## src/design/bts_pkg.sv

```systemverilog
package bts_pkg;

   // Table geometry and fixed-point format.
   localparam int TABLE_ENTRIES = 64;
   localparam int INDEX_WIDTH   = $clog2(TABLE_ENTRIES);
   localparam int COUNT_WIDTH   = INDEX_WIDTH + 1;
   localparam int FRACTION_BITS = 48;
   localparam int VALUE_WIDTH   = FRACTION_BITS + 1;
   localparam int SAMPLE_WIDTH  = 16;
   localparam int WORD_WIDTH    = 64;
   localparam int HALF_WIDTH    = WORD_WIDTH / 2;
   localparam int CSR_IDX_WIDTH = 2;

   // Generator constants.
   localparam logic [WORD_WIDTH-1:0] SEED_XOR = 64'h38EC_AC5F_B325_1641;
   localparam logic [WORD_WIDTH-1:0] OUT_MULT = 64'd2685821657736338717;
   localparam int SHIFT_A = 21;
   localparam int SHIFT_B = 35;
   localparam int SHIFT_C = 4;

   localparam logic [SAMPLE_WIDTH-1:0] TRIALS_RESET = 16'd2000;

   // Item commands.
   localparam logic CMD_LOAD = 1'b0;
   localparam logic CMD_DRAW = 1'b1;

   // Register indexes.
   localparam logic [CSR_IDX_WIDTH-1:0] CSR_SEED    = 2'd0;
   localparam logic [CSR_IDX_WIDTH-1:0] CSR_TRIALS  = 2'd1;
   localparam logic [CSR_IDX_WIDTH-1:0] CSR_REFLECT = 2'd2;

   typedef struct packed {
      logic                   cmd;
      logic [INDEX_WIDTH-1:0] entry_index;
      logic [VALUE_WIDTH-1:0] entry_value;
   } req_type;

   typedef struct packed {
      logic [SAMPLE_WIDTH-1:0] sample;
      logic [WORD_WIDTH-1:0]   random_word;
   } rsp_type;

   // Operand selection of the shared 32x32 multiplier.
   typedef enum logic [1:0] {
      MUL_LL = 2'd0,
      MUL_HL = 2'd1,
      MUL_LH = 2'd2
   } mul_sel_type;

   typedef struct packed {
      logic        seed_init;
      logic        seed_load;
      logic        rng_step;
      logic        mul_en;
      mul_sel_type mul_sel;
      logic        acc_load;
      logic        acc_add;
      logic        state_from_prod;
      logic        word_from_prod;
      logic        search_init;
      logic        search_cmp;
      logic        rsp_load;
      logic        tbl_write;
      logic        cfg_write;
   } dp_cmd_type;

   typedef struct packed {
      logic search_last;
   } dp_status_type;

endpackage

```

## src/design/bts_ctrl.sv

```systemverilog
module bts_ctrl
   import bts_pkg::*;
(
   input  logic                     clock,
   input  logic                     reset,
   input  logic                     req_valid,
   input  logic                     req_cmd,
   output logic                     req_ready,
   input  logic                     csr_valid,
   input  logic [CSR_IDX_WIDTH-1:0] csr_index,
   output logic                     csr_ready,
   output logic                     rsp_valid,
   input  logic                     rsp_ready,
   input  dp_status_type            status,
   output dp_cmd_type               cmd
);

   typedef enum logic [9:0] {
      ST_INIT     = 10'b00_0000_0001,
      ST_IDLE     = 10'b00_0000_0010,
      ST_STEP     = 10'b00_0000_0100,
      ST_MUL0     = 10'b00_0000_1000,
      ST_MUL1     = 10'b00_0001_0000,
      ST_MUL2     = 10'b00_0010_0000,
      ST_FINISH   = 10'b00_0100_0000,
      ST_SRCH_RD  = 10'b00_1000_0000,
      ST_SRCH_CMP = 10'b01_0000_0000,
      ST_OUT      = 10'b10_0000_0000
   } state_type;

   state_type state_ff, state_in;
   logic      reseed_ff, reseed_in;
   logic      rsp_valid_ff, rsp_valid_in;
   logic      req_xfer, csr_xfer, rsp_free;

   assign csr_ready = (state_ff == ST_IDLE);
   assign req_ready = (state_ff == ST_IDLE) && !csr_valid;
   assign req_xfer  = req_valid && req_ready;
   assign csr_xfer  = csr_valid && csr_ready;
   assign rsp_free  = !rsp_valid_ff || rsp_ready;
   assign rsp_valid = rsp_valid_ff;

   // Sequencer: next state and datapath commands.
   always_comb begin
      state_in  = state_ff;
      reseed_in = reseed_ff;
      cmd       = '0;
      cmd.mul_sel = MUL_LL;
      case (state_ff)
         ST_INIT: begin
            cmd.seed_init = 1'b1;
            reseed_in     = 1'b1;
            state_in      = ST_STEP;
         end
         ST_IDLE: begin
            if (csr_xfer) begin
               cmd.cfg_write = 1'b1;
               if (csr_index == CSR_SEED) begin
                  cmd.seed_load = 1'b1;
                  reseed_in     = 1'b1;
                  state_in      = ST_STEP;
               end
            end else if (req_xfer) begin
               if (req_cmd == CMD_DRAW) begin
                  reseed_in = 1'b0;
                  state_in  = ST_STEP;
               end else begin
                  cmd.tbl_write = 1'b1;
               end
            end
         end
         ST_STEP: begin
            cmd.rng_step = 1'b1;
            state_in     = ST_MUL0;
         end
         ST_MUL0: begin
            cmd.mul_en  = 1'b1;
            cmd.mul_sel = MUL_LL;
            state_in    = ST_MUL1;
         end
         ST_MUL1: begin
            cmd.mul_en   = 1'b1;
            cmd.mul_sel  = MUL_HL;
            cmd.acc_load = 1'b1;
            state_in     = ST_MUL2;
         end
         ST_MUL2: begin
            cmd.mul_en  = 1'b1;
            cmd.mul_sel = MUL_LH;
            cmd.acc_add = 1'b1;
            state_in    = ST_FINISH;
         end
         ST_FINISH: begin
            if (reseed_ff) begin
               cmd.state_from_prod = 1'b1;
               state_in            = ST_IDLE;
            end else begin
               cmd.word_from_prod = 1'b1;
               cmd.search_init    = 1'b1;
               state_in           = ST_SRCH_RD;
            end
         end
         ST_SRCH_RD: begin
            state_in = ST_SRCH_CMP;
         end
         ST_SRCH_CMP: begin
            cmd.search_cmp = 1'b1;
            state_in = status.search_last ? ST_OUT : ST_SRCH_RD;
         end
         ST_OUT: begin
            if (rsp_free) begin
               cmd.rsp_load = 1'b1;
               state_in     = ST_IDLE;
            end
         end
         default: begin
            state_in = ST_INIT;
         end
      endcase
   end

   // Output register valid: set on load, cleared on transfer.
   always_comb begin
      rsp_valid_in = rsp_valid_ff;
      if (cmd.rsp_load) begin
         rsp_valid_in = 1'b1;
      end else if (rsp_ready) begin
         rsp_valid_in = 1'b0;
      end
   end

   always_ff @(posedge clock) begin
      if (reset) begin
         state_ff     <= ST_INIT;
         reseed_ff    <= 1'b0;
         rsp_valid_ff <= 1'b0;
      end else begin
         state_ff     <= state_in;
         reseed_ff    <= reseed_in;
         rsp_valid_ff <= rsp_valid_in;
      end
   end

endmodule

```

## config.mk

```make
export PLATFORM = sky130hd
export DESIGN_NAME = bts_ctrl
export DESIGN_NICKNAME = d
export VERILOG_FILES = /design/src/design/bts_pkg.sv /design/src/design/bts_ctrl.sv
export SDC_FILE = /design/constraint.sdc
export NUM_CORES = 1
export LEC_CHECK = 0
export BUFFER_PORTS_ARGS = -buffer_cell sky130_fd_sc_hd__buf_2
export CORE_MARGIN = 4
export CORE_UTILIZATION = 46
export CTS_BUF_LIST = sky130_fd_sc_hd__clkbuf_4 sky130_fd_sc_hd__clkbuf_8 sky130_fd_sc_hd__clkbuf_16
export DETAILED_ROUTE_END_ITERATION = 8
export PLACE_DENSITY = 0.8
export SYNTH_ARGS = -nofsm -noshare
export SYNTH_HDL_FRONTEND = slang
export SYNTH_SLANG_ARGS = --single-unit
```

## constraint.sdc

```tcl
create_clock -name clock -period 2.39 [get_ports clock]
set_input_delay 0.1195 -clock clock [delete_from_list [all_inputs] [get_ports clock]]
set_output_delay 0.1195 -clock clock [all_outputs]
set_load 0.02 [all_outputs]
```

---- Word level (Yosys, flattened, before mapping) ----
Index checks and enable logic that the tools add are counted.
storage, ports and cells
  flip-flop bits (word level) ............. 12
  bits of input ports ..................... 9
  output and inout port bits .............. 18
  logic and storage cells ................. 62
operators by class
  eq/ne operators ......................... 14
  muxes and demuxes ....................... 34
  reduce and logical (&&, ||, !) cells .... 11
operator list
  kind                                                                      count
  10-bit one-hot mux with 10 select lines                                   1
  10-bit two-way mux                                                        6
  1-bit two-way mux                                                         21
  10-bit by 1-bit equality test with 1-bit output (second input constant)   1
  10-bit equality test (second input constant)                              1
  10-bit by 2-bit equality test with 1-bit output (second input constant)   1
  10-bit by 3-bit equality test with 1-bit output (second input constant)   1
  10-bit by 4-bit equality test with 1-bit output (second input constant)   1
  10-bit by 5-bit equality test with 1-bit output (second input constant)   1
  10-bit by 6-bit equality test with 1-bit output (second input constant)   1
  10-bit by 7-bit equality test with 1-bit output (second input constant)   1
  10-bit by 8-bit equality test with 1-bit output (second input constant)   1
  10-bit by 9-bit equality test with 1-bit output (second input constant)   1
  3-bit one-hot mux with 3 select lines                                     1
  8-bit two-way mux                                                         1
  4-bit AND reduction                                                       2
  3-bit by 2-bit inequality test with 1-bit output (second input constant)  2
  2-bit two-way mux                                                         2
  2-bit nonzero test                                                        2
  1-bit logical AND                                                         3
  3-bit two-way mux                                                         1
  3-bit by 1-bit inequality test with 1-bit output (second input constant)  1
  1-bit zero test                                                           2
  2-bit zero test                                                           1
  3 further kinds                                                           3

---- Depth between registers and ports, before layout ----
  depth after elaboration ................. 6
  depth in mapped cells ................... 5
  gate-level depth less buffers ........... 5

---- Worst setup path before layout ----
Ideal clock, no wire load.
  path type ............................... flip-flop to output port
  start point ............................. register state_ff[2]
  end point ............................... output port cmd[1] (netlist name)
  data arrival time ....................... 2039 ps
  required time ........................... 2271 ps
  setup slack ............................. 231 ps
  cell stages (with the launch flop) ...... 4
  buffers on the path ..................... 0
  path through ............................ dfxtp_1 > or4_4 > or3_4 > nor4b_1
RTL lines
  what                    RTL line         RTL
  start, declared         bts_ctrl.sv:31   state_type state_ff, state_in;
  start signal, assigned  bts_ctrl.sv:138  state_ff <= state_in;
  end, declared           bts_ctrl.sv:15   output dp_cmd_type cmd

==> impl_metrics.ini <==
[run_status]
status = finished, final reports clean

[route]
first_pass_iters = 4
num_vias = 745
via_per_inst = 6.06
drc = 0
ant_nets = 0
wire_per_inst_um = 16.0
drt_first_iter_violations = 48
drt_wl_total_mm = 1.97

[sta]
grt_setup_unrepaired = false
final.min_clock_period_ns = 2.32
drv_slew = 0
max_freq_ghz = 0.431
tns_ns = 0
skew_ns = 0.00578
setup_viol = 0
timing.final.crit_share_pct = 97.1
final_hold_viol_count = 0
worst_slew_pin_slew_ns = 0.539
relSlewSlack_pct = 63.7

[logic_synthesis]
synth.lib_cells_used.distinct = 36
async_flop_share_pct = 0
netlist_instances = 81
syn_avg_cell_area_um2 = 8.79
syn_area_um2 = 712
synth-edff-count = 0
syn_nets = 90
yosys_warnings = 0
yosys_most_used_dff = dfxtp_1
ys_ff_latch = 12
yosysSeqAreaShare_pct = 33.7

[worst_setup_path]
reg2reg_to = state_ff[6]
r2r_slack_ns = 0.47
rr_worst_depth = 4
setup.worst_path.start_class = flip-flop
critPathKind = reg -> out
crit_required_ns = 2.27
critPathArrivalTime_ns = 2.20
cp-end-kind = primary output
worstSetupStartpoint = state_ff[3]
crit_path_end = cmd[13]
critPathMaxFanout = 5
timing.rr.start = state_ff[0]

[cts]
cts_tree = done
cts_setup_buffers = 0
root_buffer = clkbuf_4
cts_buffers = 3
cts_sinks = 12
clk_pin_slew_ns = 0.08
cts_hold_buf = 0
htree_levels = 1
clk_latency_ns = 0.28
cts_resized = 0
clockBufferDepth = 2

[final_layout]
layout-drive-gt1-share_pct = 36.1
regArea_um2 = 240
post-route-util_pct = 63.5
syn2layout_area_growth_pct = 23.4
diodes = 0
final_net_count = 118
fill_cells = 127
multiInputGateArea_um2 = 423

[power_and_ir_drop]
p_sw_share_pct = 28.1
leakagePower_nw = 0.406
power.internal_uw = 346
powerDensity_nw_per_um2 = 548
clkPwrFrac_pct = 33.7
p_sw_uw = 136
p_comb_share_pct = 20.6
ir_worst_vdd_mv = 0.408
power_frac_seq_pct = 45.7

[die]
die_h_um = 47.3
die-area_um2 = 2240
row_count = 13
num_io_pins = 27
start_util_pct = 51.5
core-area_um2 = 1380
die_w_um = 47.3

[grt]
overflow = 0
grt_antenna_before_repair = 0
grt_max_degree = 10
grt_usage_pct = 20.5
grt_pass1_wl_mm = 3.13
grt_pass1_vias = 668

[flow_run]
drv_cap = 0

[place]
port_buffers = 26
hpwl_mm = 1.47
place.gp.congestion = 0.771

[hold_path]
hold_path_class = in -> reg
[per-layer routing]
layer,GRT usage [%],up-vias,part of all wire (%)
met3,7.28,4,9.0
met1,25.2,341,39
li1,-,351,-
met5,0,-,0
met2,32.6,49,50
met4,7.73,0,1.2
[power by group through the flow]
stage | Combinational (mW) | Sequential, mW | Clock (mW)
after floorplan | 0.0661 | 0.221 | 0
after global placement | 0.0940 | 0.223 | 0
after detailed placement | 0.0960 | 0.224 | 0
after CTS | 0.0974 | 0.220 | 0.168
after global routing | 0.107 | 0.222 | 0.179
final | 0.0990 | 0.220 | 0.162
[critical path, cell delays in order, from the launching register on]
cell and delay, ns:
dfxtp_1 0.37, or4_4 0.58, or3_4 0.43, inv_2 0.10, and2_4 0.14, nor3b_2 0.13, buf_2 0.18
[Yosys cell counts, types with 2 or more instances]
| library cell | number | area share [%] |
|---|---|---|
| nor4b_1 | 5 | 6.2 |
| o21ai_1 | 2 | 1.4 |
| inv_1 | 5 | 2.6 |
| nor2_1 | 14 | 7.4 |
| nand2b_1 | 2 | 1.8 |
| or4_4 | 2 | 3.2 |
| dfxtp_1 | 12 | 34 |
| nor4_1 | 3 | 2.6 |
| buf_4 | 3 | 3.2 |
| nor2b_1 | 3 | 2.6 |
| nor3b_1 | 5 | 5.3 |
[logic make-up after synthesis]
family                    synth area share, %
DFF                                      33.7
buffers and inverters                    6.85
and+or+nand+nor                          45.9
xor gates and xnor gates                 2.46
AOI/OAI and AO/OA                        11.1
[how the worst min path moves through the flow]
stage                      start          end  slack [ns]  cells past startpoint
after floorplan           status  state_ff[9]        0.27                      2
after global placement    status  state_ff[9]        0.38                      3
after detailed placement  status  state_ff[9]        0.39                      3
after CTS                 status  state_ff[9]        0.10                      3
after global routing       reset  state_ff[4]        0.13                      2
final                     status  state_ff[9]        0.11                      3
[layout by cell type (no fill, tap or decap), types with 2 or more instances in the layout]
cell type  count
nor4_1         3
buf_2         26
nor2b_1        3
or4_4          2
o21ai_1        2
nor2_1        14
nor3b_1        5
dfxtp_1       12
nand2b_1       2
nor4b_1        5
inv_1          5
clkbuf_4       3
[cell type report]
class                      instances  area share, %
multi-input combinational         59           48.1
sequential                        12           27.4
timing repair buffer              27           15.7
clock buffer                       4           4.13
inverter                           6           2.56
tap                               15           2.14
[sequential cells by signal, summed over array words and instances (netlist names)]
register   flops
reseed_ff      1
rsp_valid      1
state_ff      10
[metrics by stage]
step	cells	cell area [um2]	power [mW]	worst slack, ns	hold slack (ns)
2_1_floorplan	81	712	0.287	0.231	0.268
3_5_place_dp	119	842	0.320	0.379	0.390
5_1_grt	123	878	0.507	0.0128	0.134
6_report	123	878	0.482	0.0701	0.109
4_1_cts	123	878	0.486	0.0744	0.101
3_3_place_gp	119	842	0.317	0.436	0.376
Note: power is estimated with default switching activity, not from simulation.
